`src/hw/rtl/scrolled_tile_layer_fetch_assert.svh`:
```
// Assertion macros shared by the tile layer fetch RTL.
// Every macro is clocked and disabled while reset is asserted.
`ifndef SCROLLED_TILE_LAYER_FETCH_ASSERT_SVH
`define SCROLLED_TILE_LAYER_FETCH_ASSERT_SVH

// Property that must hold at every clock edge.
`define STLF_ASSERT(lbl, clk, rstn, prop, msg) \
	lbl: assert property (@(posedge clk) disable iff (!rstn) (prop)) else $error(msg);

// Same-cycle implication.
`define STLF_ASSERT_IMPL(lbl, clk, rstn, ante, cons, msg) \
	lbl: assert property (@(posedge clk) disable iff (!rstn) (ante) |-> (cons)) else $error(msg);

// Next-cycle implication.
`define STLF_ASSERT_NEXT(lbl, clk, rstn, ante, cons, msg) \
	lbl: assert property (@(posedge clk) disable iff (!rstn) (ante) |=> (cons)) else $error(msg);

`endif

```
`src/hw/rtl/stlf_pkg.sv`:
```
// Package for the tile layer fetch block: codes, widths and shared types.
// No dependencies.
`default_nettype none

package stlf_pkg;

	localparam int APB_ADDR_W  = 5;
	localparam int DIV_BITS    = 16;
	localparam int MAP_ADDR_W  = 16;
	localparam int TS_IDX_W    = 4;
	localparam int QUEUE_DEPTH = 2;

	localparam logic [6:0] TILE_SIZE_MAX = 7'd64;

	// Input commands
	localparam logic [1:0] CMD_MAP_WR = 2'd0;
	localparam logic [1:0] CMD_TS_WR  = 2'd1;
	localparam logic [1:0] CMD_DRAW   = 2'd2;

	// Result status
	localparam logic [1:0] ST_DONE = 2'd0;
	localparam logic [1:0] ST_DRAW = 2'd1;
	localparam logic [1:0] ST_SKIP = 2'd2;
	localparam logic [1:0] ST_ERR  = 2'd3;

	// Register indexes
	localparam logic [2:0] REG_TILE_SIZE     = 3'd0;
	localparam logic [2:0] REG_SCROLL_X      = 3'd1;
	localparam logic [2:0] REG_SCROLL_Y      = 3'd2;
	localparam logic [2:0] REG_MAP_WIDTH     = 3'd3;
	localparam logic [2:0] REG_MAP_HEIGHT    = 3'd4;
	localparam logic [2:0] REG_TILESET_COUNT = 3'd5;

	typedef enum logic [2:0] {
		OP_DONE,
		OP_MAP_WR,
		OP_TS_WR,
		OP_DRAW,
		OP_SKIP,
		OP_ERR
	} op_kind_t;

	// Classified transaction, front to back
	typedef struct packed {
		op_kind_t                kind;
		logic [MAP_ADDR_W-1:0]   addr;
		logic [15:0]             value;
		logic [7:0]              sheet_cols;
		logic [TS_IDX_W-1:0]     slot;
		logic signed [12:0]      dest_x;
		logic signed [12:0]      dest_y;
	} fetch_op_t;

	// Config seen by the front: clamped tile size, scroll split in tiles and pixels
	typedef struct packed {
		logic [6:0]  ts;
		logic [15:0] qx;
		logic [15:0] qy;
		logic [5:0]  rx;
		logic [5:0]  ry;
		logic [6:0]  map_width;
		logic [6:0]  map_height;
		logic [2:0]  tileset_count;
	} cfg_view_t;

	// One stage of the sheet row/column divider
	typedef struct packed {
		logic [1:0]            status;
		logic [TS_IDX_W-1:0]   pick;
		logic signed [12:0]    dest_x;
		logic signed [12:0]    dest_y;
		logic [DIV_BITS-1:0]   dvd;
		logic [7:0]            rem;
		logic [7:0]            sc;
	} div_t;

endpackage

`default_nettype wire

```
`src/hw/rtl/stlf_fifo.sv`:
```
// Short queue of classified transactions between front and back.
// Depends on stlf_pkg.
`default_nettype none

module stlf_fifo #(
	parameter int DEPTH = 2
) (
	input  logic                clk,
	input  logic                arst_n,
	input  logic                push,
	input  stlf_pkg::fetch_op_t push_op,
	output logic                full,
	input  logic                pop,
	output stlf_pkg::fetch_op_t pop_op,
	output logic                empty
);
	import stlf_pkg::*;

	localparam int PTR_W = (DEPTH > 1) ? $clog2(DEPTH) : 1;
	localparam int CNT_W = $clog2(DEPTH + 1);

	fetch_op_t        mem_q [DEPTH];
	logic [PTR_W-1:0] wr_ptr_q;
	logic [PTR_W-1:0] rd_ptr_q;
	logic [CNT_W-1:0] cnt_q;

	always_ff @(posedge clk) begin
		if (push) begin
			mem_q[wr_ptr_q] <= push_op;
		end
	end

	always_ff @(posedge clk or negedge arst_n) begin
		if (!arst_n) begin
			wr_ptr_q <= '0;
			rd_ptr_q <= '0;
			cnt_q    <= '0;
		end else begin
			if (push) begin
				wr_ptr_q <= (wr_ptr_q == PTR_W'(DEPTH - 1)) ? '0 : wr_ptr_q + 1'b1;
			end
			if (pop) begin
				rd_ptr_q <= (rd_ptr_q == PTR_W'(DEPTH - 1)) ? '0 : rd_ptr_q + 1'b1;
			end
			if (push && !pop) begin
				cnt_q <= cnt_q + 1'b1;
			end else if (pop && !push) begin
				cnt_q <= cnt_q - 1'b1;
			end
		end
	end

	assign pop_op = mem_q[rd_ptr_q];
	assign full   = (cnt_q == CNT_W'(DEPTH));
	assign empty  = (cnt_q == '0);

endmodule

`default_nettype wire

```
`config.mk`:
```
export PLATFORM = sky130hd
export DESIGN_NAME = stlf_fifo
export DESIGN_NICKNAME = d
export VERILOG_FILES = /design/src/hw/rtl/scrolled_tile_layer_fetch_assert.svh /design/src/hw/rtl/stlf_pkg.sv /design/src/hw/rtl/stlf_fifo.sv
export SDC_FILE = /design/constraint.sdc
export NUM_CORES = 1
export LEC_CHECK = 0
export BUFFER_PORTS_ARGS = -buffer_cell sky130_fd_sc_hd__buf_4
export CORE_MARGIN = 5
export CORE_UTILIZATION = 56
export DETAILED_ROUTE_END_ITERATION = 10
export PLACE_DENSITY_LB_ADDON = 0.05
export RECOVER_POWER = 25
export SYNTH_ARGS = -nofsm -noshare
export SYNTH_HDL_FRONTEND = slang
export SYNTH_SLANG_ARGS = --single-unit
```
`constraint.sdc`:
```
create_clock -name clk -period 12 [get_ports clk]
set_clock_uncertainty 0.2 [all_clocks]
set_input_delay 1.2 -clock clk [delete_from_list [all_inputs] [get_ports clk]]
set_output_delay 1.2 -clock clk [all_outputs]
set_load 0.05 [all_outputs]
```
==> metrics.cfg <==
[pwr]
combPwrFrac = 0.420
clockPowerShare = 0.213
power.switching_mw = 0.7866
peakVddDrop_mv = 0.1556
power_density_nw_per_um2 = 280.5
internal_power_mw = 1.288
swShare = 0.3792
seqPwrFrac = 0.366
total_power_mw = 2.074
p_leak_nw = 2.938

[route]
antenna_left = 0
drt-vias-per-instance = 4.903
wl_um = 9671
drc = 0
firstDrtPassIters = 4
vias = 2692
wl_per_cell_um = 17.62
drtIter0Drc = 134

[timing]
fin_crit_ns = 3.988
setup_viol = 0
tns_ns = 0
rsz0062_at_grt = false
worst_slew_pin_slew_ns = 1.071
final_max_slew_viol_count = 0
max_freq_mhz = 250.7
hold_viol = 0
relSlewSlack = 0.2846
period_share = 0.3324

[clocking]
ctsResizeCount = 0
cts.clk_slew.worst_paths_ns = 0.06
cts_buffers = 17
clock_path_buffers = 2
numClockSinks = 150
cts_tree = built
worstSkewPairLatency_ns = 0.51
cts_hold_buffers = 0
postCtsSetupRepairBufs = 0
cts_root_buf = clkbuf_8
htreeDepth = 4

[floorplan]
rows = 36
die_area_um2 = 12300
die_x_um = 110.9
ios = 152
initial_core_util = 0.5780
die_y_um = 110.9
core_um2 = 9864

[logic_synthesis]
ys.flop_type = edfxtp_1
yosys.area.top_type = edfxtp_1
yosysTopAreaCellShare = 0.7689
synth_area_um2 = 5702
synth.distinct_cells = 13
ys_ff_latch = 150
async_flop_share = 0.02667
synth_nets = 321
yosys-top-cells-count = 146 x edfxtp_1, 60 x mux2_4, 13 x mux2_2
yosysWarnings = 0
synthesis.instances = 243
syn_avg_cell_area_um2 = 23.46
yosysSeqAreaShare = 0.7865
post-synth-top-count-cell = edfxtp_1
synth-edff-count = 146
synth_area_leaders = edfxtp_1 77%, mux2_4 16%, mux2_2 2.6%, dfrtp_1 1.8%, buf_6 1.4%

[finish]
num_antenna_cells = 0
instances_no_fill = 549
nets = 485
drive_above_1_share = 0.5769
utilization = 0.7496
syn_to_final_growth_pct = 29.69

[critical_path]
crit_path_frequent_cell = buf_4
max_stage_delay_ns = 0.88
path_cells = buf_4 -> mux2_4 -> buf_4
startpoint_type = flip-flop
path_class = flip-flop to output pin
critPathMaxFanout = 42
cp_slowest_cell = dfrtp_4
cp.arrival_ns = 2.59
rrSetupSlack_ns = 9.55
required_ns = 10.60
critPathCaptureType = output pin

[hold_path]
min_path_type = flip-flop to flip-flop

[global_routing]
grt_max_degree = 74
grt_pass1_wl_um = 14610
grt_overflow = 0
grt_pass1_vias = 2774
antenna_found_initial = 0
gr-usage-all-layers = 0.1590

[job]
maxCapViolations = 0

[place]
gp_congestion = 0.6934
portBuffers = 151
place_inst = 521

[status]
status = finished, final reports clean

-- power by group through the flow --
stage	logic, mW	clock network [mW]	registers, mW
2_1_floorplan	0.711	0	0.735
3_3_place_gp	0.878	0	0.767
3_5_place_dp	0.883	0	0.773
4_1_cts	0.886	0.450	0.763
5_1_grt	0.906	0.478	0.772
6_report	0.872	0.442	0.760
-- critical path: cells and delay by family (launching register included) --
family / cells / cell delay, ns
multiplexers: 1 / 0.36
flip-flops: 1 / 0.88
buffers and inverters: 2 / 0.81
-- logic make-up after synthesis --
group | Yosys count | synth area share
xor gates and xnor gates | 5 | 0.007680
and+or+nand+nor | 5 | 0.004609
DFF | 150 | 0.7865
buffers and inverters | 9 | 0.01536
adders and majority gates | 1 | 0.002194
muxes | 73 | 0.1837
-- cells in the final DEF (no fill, tap or decap) --
cell,count
clkinvlp_4,1
bufinv_16,1
clkbuf_8,1
nor2_1,2
ha_1,1
nor2b_4,1
and2_4,1
edfxtp_1,146
clkinv_2,3
xor2_1,4
buf_4,104
clkbuf_4,38
clkinv_1,2
clkbuf_1,15
mux2_4,60
dfrtp_1,3
nor2b_1,1
inv_1,1
xnor2_1,1
dfrtp_4,1
mux2_2,13
clkbuf_16,16
-- per-stage QoR --
stage	setup slack, ns	hold slack, ns	area [µm²]
2_1_floorplan	6.888	0.2555	5702
3_3_place_gp	8.523	0.2721	6947
3_5_place_dp	8.500	0.2810	6947
4_1_cts	7.955	0.2525	7436
5_1_grt	7.883	0.2905	7395
6_report	8.012	0.2897	7395
-- sequential cells by signal, summed over array words and instances, names as in the netlist --
register / count
cnt_q: 2
mem_q: 146
rd_ptr_q: 1
wr_ptr_q: 1
-- final timing paths --
kind / end / cells past startpoint / from
setup / recovery: pop_op[12] / 3 / rd_ptr_q
hold / removal: cnt_q[1] / 1 / cnt_q[1]
setup reg to reg: mem_q[0][11] / 2 / wr_ptr_q
hold reg to reg: cnt_q[1] / 1 / cnt_q[1]
max in group asynchronous: rd_ptr_q / 1 / arst_n
min in group asynchronous: cnt_q[0] / 1 / arst_n
-- area by class of cell --
cell class | instances | area (µm²)
clock buffers | 21 | 429.2
clock inverters | 7 | 60.06
fillers | 595 | 2470
inverters | 1 | 3.754
multi-input cells | 84 | 1140
flip-flops and latches | 150 | 4488
well taps | 133 | 166.4
repair buffers | 153 | 1107
-- per-layer routing --
layer | share of wire | global-route usage | wire [µm] | vias up
li1 | - | - | - | 1290
met1 | 0.40 | 0.1871 | 3837 | 1290
met2 | 0.50 | 0.2577 | 4835 | 99
met3 | 0.091 | 0.08024 | 881 | 13
met4 | 0.012 | 0.04680 | 117 | 0
met5 | 0 | 0 | 0 | -
Note: power is estimated with default switching activity, not from simulation.
