$ cat src/hw/rtl/scrolled_tile_layer_fetch_assert.svh
// Assertion macros shared by the tile layer fetch RTL.
// Every macro is clocked and disabled while reset is asserted.
`ifndef SCROLLED_TILE_LAYER_FETCH_ASSERT_SVH
`define SCROLLED_TILE_LAYER_FETCH_ASSERT_SVH

// Property that must hold at every clock edge.
`define STLF_ASSERT(lbl, clk, rstn, prop, msg) \
	lbl: assert property (@(posedge clk) disable iff (!rstn) (prop)) else $error(msg);

// Same-cycle implication.
`define STLF_ASSERT_IMPL(lbl, clk, rstn, ante, cons, msg) \
	lbl: assert property (@(posedge clk) disable iff (!rstn) (ante) |-> (cons)) else $error(msg);

// Next-cycle implication.
`define STLF_ASSERT_NEXT(lbl, clk, rstn, ante, cons, msg) \
	lbl: assert property (@(posedge clk) disable iff (!rstn) (ante) |=> (cons)) else $error(msg);

`endif

$ cat src/hw/rtl/stlf_pkg.sv
// Package for the tile layer fetch block: codes, widths and shared types.
// No dependencies.
`default_nettype none

package stlf_pkg;

	localparam int APB_ADDR_W  = 5;
	localparam int DIV_BITS    = 16;
	localparam int MAP_ADDR_W  = 16;
	localparam int TS_IDX_W    = 4;
	localparam int QUEUE_DEPTH = 2;

	localparam logic [6:0] TILE_SIZE_MAX = 7'd64;

	// Input commands
	localparam logic [1:0] CMD_MAP_WR = 2'd0;
	localparam logic [1:0] CMD_TS_WR  = 2'd1;
	localparam logic [1:0] CMD_DRAW   = 2'd2;

	// Result status
	localparam logic [1:0] ST_DONE = 2'd0;
	localparam logic [1:0] ST_DRAW = 2'd1;
	localparam logic [1:0] ST_SKIP = 2'd2;
	localparam logic [1:0] ST_ERR  = 2'd3;

	// Register indexes
	localparam logic [2:0] REG_TILE_SIZE     = 3'd0;
	localparam logic [2:0] REG_SCROLL_X      = 3'd1;
	localparam logic [2:0] REG_SCROLL_Y      = 3'd2;
	localparam logic [2:0] REG_MAP_WIDTH     = 3'd3;
	localparam logic [2:0] REG_MAP_HEIGHT    = 3'd4;
	localparam logic [2:0] REG_TILESET_COUNT = 3'd5;

	typedef enum logic [2:0] {
		OP_DONE,
		OP_MAP_WR,
		OP_TS_WR,
		OP_DRAW,
		OP_SKIP,
		OP_ERR
	} op_kind_t;

	// Classified transaction, front to back
	typedef struct packed {
		op_kind_t                kind;
		logic [MAP_ADDR_W-1:0]   addr;
		logic [15:0]             value;
		logic [7:0]              sheet_cols;
		logic [TS_IDX_W-1:0]     slot;
		logic signed [12:0]      dest_x;
		logic signed [12:0]      dest_y;
	} fetch_op_t;

	// Config seen by the front: clamped tile size, scroll split in tiles and pixels
	typedef struct packed {
		logic [6:0]  ts;
		logic [15:0] qx;
		logic [15:0] qy;
		logic [5:0]  rx;
		logic [5:0]  ry;
		logic [6:0]  map_width;
		logic [6:0]  map_height;
		logic [2:0]  tileset_count;
	} cfg_view_t;

	// One stage of the sheet row/column divider
	typedef struct packed {
		logic [1:0]            status;
		logic [TS_IDX_W-1:0]   pick;
		logic signed [12:0]    dest_x;
		logic signed [12:0]    dest_y;
		logic [DIV_BITS-1:0]   dvd;
		logic [7:0]            rem;
		logic [7:0]            sc;
	} div_t;

endpackage

`default_nettype wire

$ cat src/hw/rtl/stlf_front.sv
// Front end: classifies each input transaction and works out map address
// and screen position. Depends on stlf_pkg.
`default_nettype none

module stlf_front #(
	parameter int MAP_COLS     = 64,
	parameter int MAP_ROWS     = 64,
	parameter int NUM_TILESETS = 4
) (
	input  logic [1:0]          cmd,
	input  logic [5:0]          row,
	input  logic [5:0]          col,
	input  logic [15:0]         value,
	input  logic [7:0]          sheet_columns,
	input  logic [1:0]          tileset_slot,
	input  stlf_pkg::cfg_view_t cfg,
	output stlf_pkg::fetch_op_t op
);
	import stlf_pkg::*;

	logic [16:0]           tx;
	logic [16:0]           ty;
	logic                  in_map;
	logic                  wr_ok;
	logic                  slot_ok;
	logic [MAP_ADDR_W-1:0] draw_addr;
	logic [MAP_ADDR_W-1:0] wr_addr;
	logic [12:0]           px;
	logic [12:0]           py;

	// Slot plus whole-tile scroll gives the map cell
	assign tx = {1'b0, cfg.qx} + 17'(col);
	assign ty = {1'b0, cfg.qy} + 17'(row);

	assign in_map = (tx < 17'(cfg.map_width)) && (tx < 17'(MAP_COLS)) &&
			(ty < 17'(cfg.map_height)) && (ty < 17'(MAP_ROWS));

	assign draw_addr = MAP_ADDR_W'(ty[7:0]) * MAP_ADDR_W'(MAP_COLS) + MAP_ADDR_W'(tx[7:0]);
	assign wr_addr   = MAP_ADDR_W'(row) * MAP_ADDR_W'(MAP_COLS) + MAP_ADDR_W'(col);

	assign wr_ok   = ({3'd0, row} < 9'(MAP_ROWS)) && ({3'd0, col} < 9'(MAP_COLS));
	assign slot_ok = ({3'd0, tileset_slot} < 5'(NUM_TILESETS));

	assign px = 13'(col) * 13'(cfg.ts);
	assign py = 13'(row) * 13'(cfg.ts);

	always_comb begin
		op            = '0;
		op.addr       = (cmd == CMD_DRAW) ? draw_addr : wr_addr;
		op.value      = value;
		op.sheet_cols = sheet_columns;
		op.slot       = TS_IDX_W'(tileset_slot);
		op.dest_x     = $signed(px - 13'(cfg.rx));
		op.dest_y     = $signed(py - 13'(cfg.ry));
		case (cmd)
			CMD_MAP_WR: begin
				op.kind = wr_ok ? OP_MAP_WR : OP_DONE;
			end
			CMD_TS_WR: begin
				op.kind = slot_ok ? OP_TS_WR : OP_DONE;
			end
			CMD_DRAW: begin
				op.kind = in_map ? OP_DRAW : OP_SKIP;
			end
			default: begin
				op.kind = OP_ERR;
			end
		endcase
	end

endmodule

`default_nettype wire

$ cat config.mk
export PLATFORM = sky130hd
export DESIGN_NAME = stlf_front
export DESIGN_NICKNAME = d
export VERILOG_FILES = /design/src/hw/rtl/scrolled_tile_layer_fetch_assert.svh /design/src/hw/rtl/stlf_pkg.sv /design/src/hw/rtl/stlf_front.sv
export SDC_FILE = /design/constraint.sdc
export NUM_CORES = 1
export LEC_CHECK = 0
export BUFFER_PORTS_ARGS = -buffer_cell sky130_fd_sc_hd__buf_2
export CAP_MARGIN = 10
export CORE_ASPECT_RATIO = 1.4
export CORE_MARGIN = 2
export CORE_UTILIZATION = 48
export DETAILED_ROUTE_END_ITERATION = 8
export PLACE_DENSITY_LB_ADDON = 0.3
export SYNTH_ARGS = -nofsm -noshare
export SYNTH_HDL_FRONTEND = slang
export SYNTH_SLANG_ARGS = --single-unit
$ cat constraint.sdc
create_clock -name vclk -period 4
set_input_delay 0.2 -clock vclk [all_inputs]
set_output_delay 0.2 -clock vclk [all_outputs]
set_load 0.005 [all_outputs]
==> metrics.csv <==
stage;metric;value;unit
yosys;synth_cells;627;
floorplanning;core_area;9950;um^2
route;avgViaCountPerCell;5.28;
yosys;ys.warnings.count;0;
hold_path;hold_path_class;in -> out;
run_status;outcome;finished with violations;
route;wl_met3;613;um
placed_design;gp_congestion;0.956;
timing;hold_viol;0;
global_route;grt_pass1_vias;4984;
floorplanning;dieArea;11000;um^2
route;firstDrtPassIters;4;
worst_setup_path;start_kind;input port;
final_layout;final_common_cell;buf_2;
timing;period_needed;4310;ps
route;postRouteAntennaNets;0;
power_and_ir_drop;leakage;3.34;nW
yosys;synth.avg_cell_area;7.82;um^2
route;drt_iter0_markers;126;
worst_setup_path;cpMostUsedCell;fa_1;
route;wl;12900;um
route;vias;4781;
worst_setup_path;crit_type;in -> out;
power_and_ir_drop;irDropWorstVdd;0.000259;V
floorplanning;rows;43;
run_status;violations;negative setup slack;
placed_design;port_buffers;123;
power_and_ir_drop;finalPower;2.61;mW
worst_setup_path;cp_num_cells;20;
global_route;antenna_found_initial;0;
final_layout;drive_gt1_frac;0.349;
timing;clock.fmax;232;MHz
worst_setup_path;cp.required;3800;ps
worst_setup_path;path_max_fanout;5;
final_layout;postLayoutCoreUtil;0.640;
floorplanning;dieWidth;89.4;um
timing;setup_violations;8;
route;drc;0;
worst_setup_path;crit_chain;buf_8 > buf_4 > and2_4 > fa_1 > inv_1 > fa_1 > inv_1 > fa_1 > inv_1 > fa_1 > inv_2 > ha_4 > nor3_2 > o211ai_1 > a31oi_1 > nor2b_1 > o21a_1 > o41ai_2 > xnor2_1 > buf_2;
timing;relSlewSlack;0.427;
global_route;grt_max_degree;24;
route;routed.top_layer;met4;
floorplanning;die_y;124;um
final_layout;layout.area.seq;0;um^2
timing;tightest_slew;859;ps
final_layout;nFlopsAndLatches;0;
worst_setup_path;crit_buf_inv;7;
worst_setup_path;endpoint_kind;output pin;
timing;fin_ws;-314;ps
power_and_ir_drop;powerDensity;410;nW/um^2
clock_tree;postCtsHoldBufs;0;
route;met1_length;4990;um
final_layout;area_growth;29.9;%
route;wl_met2;7170;um
timing;drv_slew;0;
hold_path;holdPathStages;0;
worst_setup_path;critPathTopFamily;adder cells;
final_layout;layout_common_cells;buf_2 (112), inv_1 (100), ha_1 (83);
timing;finalCritPeriodShare;1.08;
worst_setup_path;critPathSlowestCell;fa_1;
global_route;grt_pass1_wl;21600;um
route;wire_per_inst;14.3;um
yosys;yosysSeqAreaShare;0;
yosys;synth_area;4900;um^2
worst_setup_path;arrival;4110;ps
final_layout;n_clock_buffer;0;
yosys;ys_types;58;
placed_design;hpwl;11100;um
flow_run;cap_violations;0;
floorplanning;io_pins;181;
worst_setup_path;slowest_delay;490;ps
global_route;gr-total-overflow;0;
global_route;grtUsageTotal;0.240;
final_layout;nNetsFinal;1028;
final_layout;antenna_cells;0;
timing;rsz0062_at_grt;true;
floorplanning;initial_core_util;0.492;
-- stage by stage --
stage	std cells	instance area (um^2)	setup WS (ps)	hold slack (ps)	TNS [ps]
after detailed placement	891	5930	-447	400	-2200
after global placement	891	5930	-373	400	-1820
after global routing	906	6370	-458	400	-2690
final	906	6370	-314	400	-1230
after CTS	901	6190	-318	400	-1260
after floorplan	629	5130	-114	481	-170
-- layer usage --
metal | global-route usage | vias up
met3 | 0.0187 | 20
li1 | - | 2313
met2 | 0.487 | 164
met5 | 0 | -
met1 | 0.272 | 2284
met4 | 0.0205 | 0
-- where the power goes --
part | internal [mW] | leakage [nW] | switching (mW) | total (mW)
Clock | 0 | 0 | 0 | 0
Sequential | 0 | 0 | 0 | 0
Combinational | 1.39 | 3.34 | 1.22 | 2.61
Total | 1.39 | 3.34 | 1.22 | 2.61
-- cell usage after synthesis, drive strengths merged (5+ instances only) --
cell | number | area [um^2]
buf | 29 | 218
nor3 | 10 | 50.1
inv | 111 | 417
xor2 | 10 | 87.6
nand2 | 72 | 270
o211ai | 5 | 37.5
a21oi | 19 | 98.9
nor4 | 5 | 46.3
nand2b | 7 | 43.8
xnor2 | 29 | 254
o21ai | 13 | 65.1
ha | 96 | 1200
clkbuf | 16 | 60.1
nand3 | 14 | 75.1
and2 | 42 | 263
nor2 | 26 | 97.6
mux2 | 7 | 78.8
fa | 51 | 1020
o31ai | 5 | 37.5
-- final cells by class --
class	count	area [um^2]
multi-input combinational	473	4590
inverter	111	419
tap	135	169
fill	855	3590
timing repair buffer	187	1190
-- logic make-up (layout without fill, tap and decap cells) --
logic type      count (synthesis)  after routing  synth area share
buf+inv                       156            298             0.142
xor+xnor                       39             39            0.0697
compound gates                 80             80             0.115
mux                             8              8            0.0181
simple gates                  196            196             0.202
fa+ha+maj                     147            147             0.453
other cells                     1              3          0.000765
-- final timing paths --
path	start	end	slack [ps]
max	cfg[63]	op[25]	-310
min	sheet_columns[2]	op[32]	400
-- repair_timing --
item,CTS,global route
resized for setup,44,32
setup endpoints to repair,8,14
buffers inserted,10,7
pin swaps,35,44
No activity file was read; power rests on OpenSTA's default activity.
