<file path="src/hw/rtl/scrolled_tile_layer_fetch_assert.svh">
// Assertion macros shared by the tile layer fetch RTL.
// Every macro is clocked and disabled while reset is asserted.
`ifndef SCROLLED_TILE_LAYER_FETCH_ASSERT_SVH
`define SCROLLED_TILE_LAYER_FETCH_ASSERT_SVH

// Property that must hold at every clock edge.
`define STLF_ASSERT(lbl, clk, rstn, prop, msg) \
	lbl: assert property (@(posedge clk) disable iff (!rstn) (prop)) else $error(msg);

// Same-cycle implication.
`define STLF_ASSERT_IMPL(lbl, clk, rstn, ante, cons, msg) \
	lbl: assert property (@(posedge clk) disable iff (!rstn) (ante) |-> (cons)) else $error(msg);

// Next-cycle implication.
`define STLF_ASSERT_NEXT(lbl, clk, rstn, ante, cons, msg) \
	lbl: assert property (@(posedge clk) disable iff (!rstn) (ante) |=> (cons)) else $error(msg);

`endif

</file>
<file path="src/hw/rtl/stlf_pkg.sv">
// Package for the tile layer fetch block: codes, widths and shared types.
// No dependencies.
`default_nettype none

package stlf_pkg;

	localparam int APB_ADDR_W  = 5;
	localparam int DIV_BITS    = 16;
	localparam int MAP_ADDR_W  = 16;
	localparam int TS_IDX_W    = 4;
	localparam int QUEUE_DEPTH = 2;

	localparam logic [6:0] TILE_SIZE_MAX = 7'd64;

	// Input commands
	localparam logic [1:0] CMD_MAP_WR = 2'd0;
	localparam logic [1:0] CMD_TS_WR  = 2'd1;
	localparam logic [1:0] CMD_DRAW   = 2'd2;

	// Result status
	localparam logic [1:0] ST_DONE = 2'd0;
	localparam logic [1:0] ST_DRAW = 2'd1;
	localparam logic [1:0] ST_SKIP = 2'd2;
	localparam logic [1:0] ST_ERR  = 2'd3;

	// Register indexes
	localparam logic [2:0] REG_TILE_SIZE     = 3'd0;
	localparam logic [2:0] REG_SCROLL_X      = 3'd1;
	localparam logic [2:0] REG_SCROLL_Y      = 3'd2;
	localparam logic [2:0] REG_MAP_WIDTH     = 3'd3;
	localparam logic [2:0] REG_MAP_HEIGHT    = 3'd4;
	localparam logic [2:0] REG_TILESET_COUNT = 3'd5;

	typedef enum logic [2:0] {
		OP_DONE,
		OP_MAP_WR,
		OP_TS_WR,
		OP_DRAW,
		OP_SKIP,
		OP_ERR
	} op_kind_t;

	// Classified transaction, front to back
	typedef struct packed {
		op_kind_t                kind;
		logic [MAP_ADDR_W-1:0]   addr;
		logic [15:0]             value;
		logic [7:0]              sheet_cols;
		logic [TS_IDX_W-1:0]     slot;
		logic signed [12:0]      dest_x;
		logic signed [12:0]      dest_y;
	} fetch_op_t;

	// Config seen by the front: clamped tile size, scroll split in tiles and pixels
	typedef struct packed {
		logic [6:0]  ts;
		logic [15:0] qx;
		logic [15:0] qy;
		logic [5:0]  rx;
		logic [5:0]  ry;
		logic [6:0]  map_width;
		logic [6:0]  map_height;
		logic [2:0]  tileset_count;
	} cfg_view_t;

	// One stage of the sheet row/column divider
	typedef struct packed {
		logic [1:0]            status;
		logic [TS_IDX_W-1:0]   pick;
		logic signed [12:0]    dest_x;
		logic signed [12:0]    dest_y;
		logic [DIV_BITS-1:0]   dvd;
		logic [7:0]            rem;
		logic [7:0]            sc;
	} div_t;

endpackage

`default_nettype wire

</file>
<file path="src/hw/rtl/stlf_cfg.sv">
// APB register file plus a bit-serial divider that splits the scroll
// registers into whole tiles and pixel remainder. Depends on stlf_pkg.
`default_nettype none

`include "scrolled_tile_layer_fetch_assert.svh"

module stlf_cfg (
	input  logic                            clk,
	input  logic                            arst_n,
	input  logic                            psel,
	input  logic                            penable,
	input  logic                            pwrite,
	input  logic [stlf_pkg::APB_ADDR_W-1:0] paddr,
	input  logic [31:0]                     pwdata,
	output logic [31:0]                     prdata,
	output stlf_pkg::cfg_view_t             cfg,
	output logic                            busy
);
	import stlf_pkg::*;

	localparam int STEP_W = $clog2(DIV_BITS);

	logic [2:0]        idx;
	logic              wr;
	logic              redo;
	logic [6:0]        tile_size_q;
	logic [15:0]       scroll_x_q;
	logic [15:0]       scroll_y_q;
	logic [6:0]        map_width_q;
	logic [6:0]        map_height_q;
	logic [2:0]        tileset_count_q;
	logic [6:0]        ts_eff;
	logic [15:0]       qx_q;
	logic [15:0]       qy_q;
	logic [5:0]        rx_q;
	logic [5:0]        ry_q;
	logic [STEP_W-1:0] step_q;
	logic              busy_q;
	logic [6:0]        sh_x;
	logic [6:0]        sh_y;
	logic              ge_x;
	logic              ge_y;
	logic [5:0]        rx_n;
	logic [5:0]        ry_n;

	assign idx  = paddr[APB_ADDR_W-1:2];
	assign wr   = psel && penable && pwrite;
	assign redo = wr && (idx == REG_TILE_SIZE || idx == REG_SCROLL_X || idx == REG_SCROLL_Y);

	always_ff @(posedge clk or negedge arst_n) begin
		if (!arst_n) begin
			tile_size_q     <= 7'd16;
			scroll_x_q      <= '0;
			scroll_y_q      <= '0;
			map_width_q     <= 7'd64;
			map_height_q    <= 7'd64;
			tileset_count_q <= '0;
		end else if (wr) begin
			case (idx)
				REG_TILE_SIZE:     tile_size_q     <= pwdata[6:0];
				REG_SCROLL_X:      scroll_x_q      <= pwdata[15:0];
				REG_SCROLL_Y:      scroll_y_q      <= pwdata[15:0];
				REG_MAP_WIDTH:     map_width_q     <= pwdata[6:0];
				REG_MAP_HEIGHT:    map_height_q    <= pwdata[6:0];
				REG_TILESET_COUNT: tileset_count_q <= pwdata[2:0];
				default: ;
			endcase
		end
	end

	always_comb begin
		case (idx)
			REG_TILE_SIZE:     prdata = 32'(tile_size_q);
			REG_SCROLL_X:      prdata = 32'(scroll_x_q);
			REG_SCROLL_Y:      prdata = 32'(scroll_y_q);
			REG_MAP_WIDTH:     prdata = 32'(map_width_q);
			REG_MAP_HEIGHT:    prdata = 32'(map_height_q);
			REG_TILESET_COUNT: prdata = 32'(tileset_count_q);
			default:           prdata = '0;
		endcase
	end

	// Zero reads as one, anything past the max as the max
	assign ts_eff = (tile_size_q == 7'd0) ? 7'd1 :
			((tile_size_q > TILE_SIZE_MAX) ? TILE_SIZE_MAX : tile_size_q);

	// Restoring division, one quotient bit per cycle; qx_q shifts dividend out
	// and quotient in
	assign sh_x = {rx_q, qx_q[DIV_BITS-1]};
	assign sh_y = {ry_q, qy_q[DIV_BITS-1]};
	assign ge_x = (sh_x >= ts_eff);
	assign ge_y = (sh_y >= ts_eff);
	assign rx_n = ge_x ? 6'(sh_x - ts_eff) : sh_x[5:0];
	assign ry_n = ge_y ? 6'(sh_y - ts_eff) : sh_y[5:0];

	always_ff @(posedge clk or negedge arst_n) begin
		if (!arst_n) begin
			qx_q   <= '0;
			qy_q   <= '0;
			rx_q   <= '0;
			ry_q   <= '0;
			step_q <= '0;
			busy_q <= 1'b0;
		end else if (redo) begin
			qx_q   <= (idx == REG_SCROLL_X) ? pwdata[15:0] : scroll_x_q;
			qy_q   <= (idx == REG_SCROLL_Y) ? pwdata[15:0] : scroll_y_q;
			rx_q   <= '0;
			ry_q   <= '0;
			step_q <= '0;
			busy_q <= 1'b1;
		end else if (busy_q) begin
			qx_q   <= {qx_q[DIV_BITS-2:0], ge_x};
			qy_q   <= {qy_q[DIV_BITS-2:0], ge_y};
			rx_q   <= rx_n;
			ry_q   <= ry_n;
			step_q <= step_q + 1'b1;
			if (step_q == STEP_W'(DIV_BITS - 1)) begin
				busy_q <= 1'b0;
			end
		end
	end

	assign busy = busy_q;

	always_comb begin
		cfg               = '0;
		cfg.ts            = ts_eff;
		cfg.qx            = qx_q;
		cfg.qy            = qy_q;
		cfg.rx            = rx_q;
		cfg.ry            = ry_q;
		cfg.map_width     = map_width_q;
		cfg.map_height    = map_height_q;
		cfg.tileset_count = tileset_count_q;
	end

	`STLF_ASSERT(a_rem_below_tile, clk, arst_n, busy_q || (({1'b0, rx_q} < ts_eff) && ({1'b0, ry_q} < ts_eff)), "scroll remainder not below tile size")
	`STLF_ASSERT_NEXT(a_busy_on_redo, clk, arst_n, redo, busy_q, "divider did not start after scroll or tile size write")
	`STLF_ASSERT_NEXT(a_busy_ends, clk, arst_n, busy_q && !redo && step_q == STEP_W'(DIV_BITS - 1), !busy_q, "divider ran past its last step")

endmodule

`default_nettype wire

</file>
<file path="config.mk">
export PLATFORM = sky130hd
export DESIGN_NAME = stlf_cfg
export DESIGN_NICKNAME = d
export VERILOG_FILES = /design/src/hw/rtl/stlf_pkg.sv /design/src/hw/rtl/stlf_cfg.sv
export VERILOG_INCLUDE_DIRS = /design/src /design/src/hw/rtl
export SDC_FILE = /design/constraint.sdc
export NUM_CORES = 1
export LEC_CHECK = 0
export ABC_AREA = 1
export BUFFER_PORTS_ARGS = -buffer_cell sky130_fd_sc_hd__buf_2
export CELL_PAD_IN_SITES_DETAIL_PLACEMENT = 1
export CELL_PAD_IN_SITES_GLOBAL_PLACEMENT = 2
export CORE_MARGIN = 1
export CORE_UTILIZATION = 31
export CTS_CLUSTER_DIAMETER = 60
export DETAILED_ROUTE_END_ITERATION = 6
export GPL_TIMING_DRIVEN = 0
export HOLD_SLACK_MARGIN = 0.06
export PLACE_DENSITY_LB_ADDON = 0.3
export RECOVER_POWER = 100
export SYNTH_ARGS = -nofsm -noshare
export SYNTH_HDL_FRONTEND = slang
export SYNTH_SLANG_ARGS = --single-unit
</file>
<file path="constraint.sdc">
create_clock -name clk -period 2.8 [get_ports clk]
set_clock_uncertainty 0.15 [all_clocks]
set_input_delay 0.14 -clock clk [delete_from_list [all_inputs] [get_ports clk]]
set_output_delay 0.14 -clock clk [all_outputs]
set_load 0.05 [all_outputs]
</file>
==> metrics.log <==
INFO  metric vias = 5486
INFO  metric worst_hold_startpoint = pwdata[15]
INFO  metric power.ir.vdd_worst = 0.419 mV
INFO  metric drt_first_iter_violations = 230
INFO  metric clk_pin_slew = 0.07 ns
INFO  metric unrepaired_setup_endpoints_after_global_routing = false
INFO  metric arrival = 2.69 ns
INFO  metric route.detailed.vias_per_inst = 4.72
INFO  metric ys_types = 36
INFO  metric die_height = 141 µm
INFO  metric cts-buffers-inserted = 9
INFO  metric postSynthCellCount = 747
INFO  metric finalCritPeriodShare = 92.6%
INFO  metric powerDensity = 1130 nW/µm²
INFO  metric drcViolationCount = 0
INFO  metric final_layout_size_suffix_gt1_share = 10.6%
INFO  metric rows = 50
INFO  metric worstReg2RegStart = tile_size_q[0]$_DFFE_PN0P_
INFO  metric p_leak = 3.49 nW
INFO  metric worst_hold_slack_across_all_endpoints = 0.105 ns
INFO  metric report.power.total = 8.08 mW
INFO  metric place_congestion = 0.784
INFO  metric post_layout_net_count = 960
INFO  metric global_route_wire_length_before_repair = 31600 µm
INFO  metric netlist_area = 5980 µm²
INFO  metric cap_viol_max_count = 0
INFO  metric area.growth.synth_to_final = 19.4%
INFO  metric floorplan.initialDensity = 31.8%
INFO  metric detailedRoute.firstPassIterationCount = 4
INFO  metric fmax = 386 MHz
INFO  metric nFillCells = 2360
INFO  metric postSynthAreaPerCell = 8.01 µm²
INFO  metric grt_start_max_net_pins = 91
INFO  metric slew_viol_final = 0
INFO  metric totalNegativeSetupSlack = 0 ns
INFO  metric io_buffer_count = 108
INFO  metric io_pins = 143
INFO  metric clock_tree.root_cell = sky130_fd_sc_hd__clkbuf_16
INFO  metric crit_start = tile_size_q[0]$_DFFE_PN0P_
INFO  metric coreArea = 18800 µm²
INFO  metric cp-end-kind = register
INFO  metric critical_path_class = register to register
INFO  metric wl_per_cell = 16.9 µm
INFO  metric place.detailed.hpwl = 14700 µm
INFO  metric max_slew_headroom_at_the_worst_pin = 15.1%
INFO  metric clock_sink_count = 105
INFO  metric worst_setup_sp_type = register
INFO  metric antenna_violations_before_repair = 0
INFO  metric setup_violations = 0
INFO  metric layout_min_cycle_time = 2.59 ns
INFO  metric worst_slew_pin_slew = 1.27 ns
INFO  metric critPathMaxFanout = 7
INFO  metric drt.antenna.violating_nets = 0
INFO  metric wl = 19600 µm
INFO  metric cts_setup_buffers = 0
INFO  metric diodes = 0
INFO  metric groute.usage.overall = 20.9%
INFO  metric post-route-util = 37.9%
INFO  metric status = finished, final reports clean
INFO  metric grt.overflow.total = 0
INFO  metric cts.htree.levels = 3
INFO  metric floorplan.die_area = 19900 µm²
INFO  metric hp_class = input port to register
INFO  metric clock_latency_late_sink = 0.35 ns
INFO  metric tritoncts_clock_tree = built
INFO  metric synth-seq-area-share = 44.0%
INFO  metric yosys_warnings = 0
INFO  metric synth-seq-cells = 105
INFO  metric worst_ep_required_time = 2.89 ns
INFO  metric cts.path.max_buffers = 2
INFO  metric dieWidth = 141 µm
INFO  metric final-hold-violation-count = 0
INFO  metric vias_in_the_first_global_route = 5570
[area by class of cell]
type | count | area, µm² | area share (%)
Clock inverter | 3 | 17.5 | 0.245
Clock buffer | 12 | 246 | 3.45
Inverter | 95 | 359 | 5.03
Timing Repair Buffer | 126 | 616 | 8.62
Tap cell | 260 | 325 | 4.56
Buffer | 43 | 254 | 3.56
Sequential cell | 105 | 2630 | 36.9
Multi-Input combinational cell | 519 | 2690 | 37.7
[cell families (layout without fill, tap and decap cells)]
logic type,count (synthesis),in the layout,share of synthesized area [%]
AOI/OAI and AO/OA,141,141,15.3
adders and majority gates,19,19,4.23
and+or+nand+nor,331,331,23.8
muxes,7,7,1.32
other,1,16,0.0627
xor gates and xnor gates,5,5,0.732
DFF,105,105,44.0
buffers and inverters,138,279,10.6
[report_power, final]
group | total (mW) | internal [mW] | switching (mW) | leakage [nW]
sequential | 2.48 | 2.02 | 0.450 | 1.32
clock | 1.19 | 0.622 | 0.570 | 0.128
combinational | 4.42 | 1.17 | 3.25 | 2.04
total | 8.08 | 3.81 | 4.27 | 3.49
[cells in the final DEF (no fill, tap or decap), drive strengths merged]
cell type / Yosys / routed
dfstp: 3 / 3
o211ai: 28 / 28
dfrtp: 102 / 102
mux2: 7 / 7
o21ai: 83 / 83
fa: 2 / 2
a22oi: 4 / 4
xor2: 3 / 3
a21oi: 11 / 11
o22ai: 13 / 13
inv: 94 / 94
clkinvlp: 0 / 1
a41oi: 1 / 1
nand2: 245 / 245
clkinv: 1 / 3
nand3b: 1 / 1
nand4: 4 / 4
clkbuf: 8 / 117
or2: 5 / 5
nand3: 43 / 43
nor2: 33 / 33
buf: 35 / 47
dlygate4sd3: 0 / 17
xnor2: 2 / 2
a22o: 1 / 1
conb: 1 / 16
ha: 17 / 17
[sequential cells by signal (all words and copies together), names as in the netlist]
signal	cells
busy	1
map_height_q	7
map_width_q	7
qx_q	16
qy_q	16
rx_q	6
ry_q	6
scroll_x_q	16
scroll_y_q	16
step_q	4
tile_size_q	7
tileset_count_q	3
[routing by layer]
metal	up-vias	wire [µm]	global-route usage, %
met4	0	159	3.32
met1	2673	9610	29.8
met5	-	0	0
met3	10	839	3.74
met2	117	8990	33.6
li1	2686	-	-
[synthesized netlist by cell type]
cell	instances	share of area (%)
sky130_fd_sc_hd__nand3b_1	1	0.13
sky130_fd_sc_hd__ha_1	17	3.6
sky130_fd_sc_hd__a41oi_2	1	0.27
sky130_fd_sc_hd__clkinv_1	1	0.063
sky130_fd_sc_hd__o22ai_1	13	1.4
sky130_fd_sc_hd__mux2_2	7	1.3
sky130_fd_sc_hd__conb_1	1	0.063
sky130_fd_sc_hd__xnor2_1	2	0.29
sky130_fd_sc_hd__o21ai_0	57	4.8
sky130_fd_sc_hd__fa_1	2	0.67
sky130_fd_sc_hd__a21oi_1	11	0.92
sky130_fd_sc_hd__nand3_4	3	0.88
sky130_fd_sc_hd__nand2_2	3	0.31
sky130_fd_sc_hd__a22oi_1	4	0.50
sky130_fd_sc_hd__nor2_2	2	0.21
sky130_fd_sc_hd__inv_4	1	0.10
sky130_fd_sc_hd__inv_1	90	5.6
sky130_fd_sc_hd__dfstp_2	3	1.3
sky130_fd_sc_hd__nor2_1	28	1.8
sky130_fd_sc_hd__or2_0	2	0.21
sky130_fd_sc_hd__nand3_1	40	3.3
sky130_fd_sc_hd__dfrtp_1	102	43
sky130_fd_sc_hd__a22o_1	1	0.15
sky130_fd_sc_hd__xor2_1	3	0.44
sky130_fd_sc_hd__clkbuf_1	8	0.50
sky130_fd_sc_hd__buf_2	9	0.75
sky130_fd_sc_hd__o211ai_1	9	1.1
sky130_fd_sc_hd__inv_2	3	0.19
sky130_fd_sc_hd__o211ai_2	19	4.0
sky130_fd_sc_hd__or2_2	3	0.31
sky130_fd_sc_hd__nor2_8	3	1.0
sky130_fd_sc_hd__nand4_1	4	0.42
sky130_fd_sc_hd__nand2_1	242	15
sky130_fd_sc_hd__buf_6	2	0.38
sky130_fd_sc_hd__buf_4	24	3.0
sky130_fd_sc_hd__o21ai_1	26	2.2
[final timing paths]
check | endpoint | slack, ns | cells after the start
worst max-delay path | rx_q[5]$_DFFE_PN0P_ | 0.21 | 14
worst min-delay path | scroll_x_q[15]$_DFFE_PN0P_ | 0.11 | 5
worst max register to register | rx_q[5]$_DFFE_PN0P_ | 0.21 | 14
worst min register to register | scroll_y_q[7]$_DFFE_PN0P_ | 0.34 | 2
max in group asynchronous | map_height_q[5]$_DFFE_PN0P_ | 1.00 | 3
min in group asynchronous | busy$_DFF_PN0_ | 0.65 | 3
[what timing repair did]
item | 4_1_cts | 5_1_grt
hold buffers | 17 | 0
setup endpoints to repair | 0 | 14
hold endpoints to repair | 142 | 0
resized for setup | 0 | 5
[critical path: stages, from the launching register on]
cell and delay [ns]:
sky130_fd_sc_hd__dfrtp_1 0.43, sky130_fd_sc_hd__nor2_1 0.12, sky130_fd_sc_hd__nand4_1 0.12, sky130_fd_sc_hd__nand2_1 0.10, sky130_fd_sc_hd__inv_1 0.07, sky130_fd_sc_hd__nor2_2 0.10
sky130_fd_sc_hd__inv_1 0.11, sky130_fd_sc_hd__ha_1 0.35, sky130_fd_sc_hd__or2_2 0.32, sky130_fd_sc_hd__nand3_2 0.19, sky130_fd_sc_hd__nand3_4 0.15, sky130_fd_sc_hd__nand2_1 0.11
sky130_fd_sc_hd__nand2_1 0.06, sky130_fd_sc_hd__nand2_1 0.05, sky130_fd_sc_hd__nand2_1 0.05
[stage by stage]
step                      area, µm²  worst slack (ns)  std cells
final                          7140             0.207       1163
after global routing           7140            0.0175       1163
after CTS                      7380            0.0305       1163
after detailed placement       6950            0.0640       1131
after global placement         6910           0.00331       1130
after floorplan                6050            0.0482        762
No activity file was read; power rests on OpenSTA's default activity.
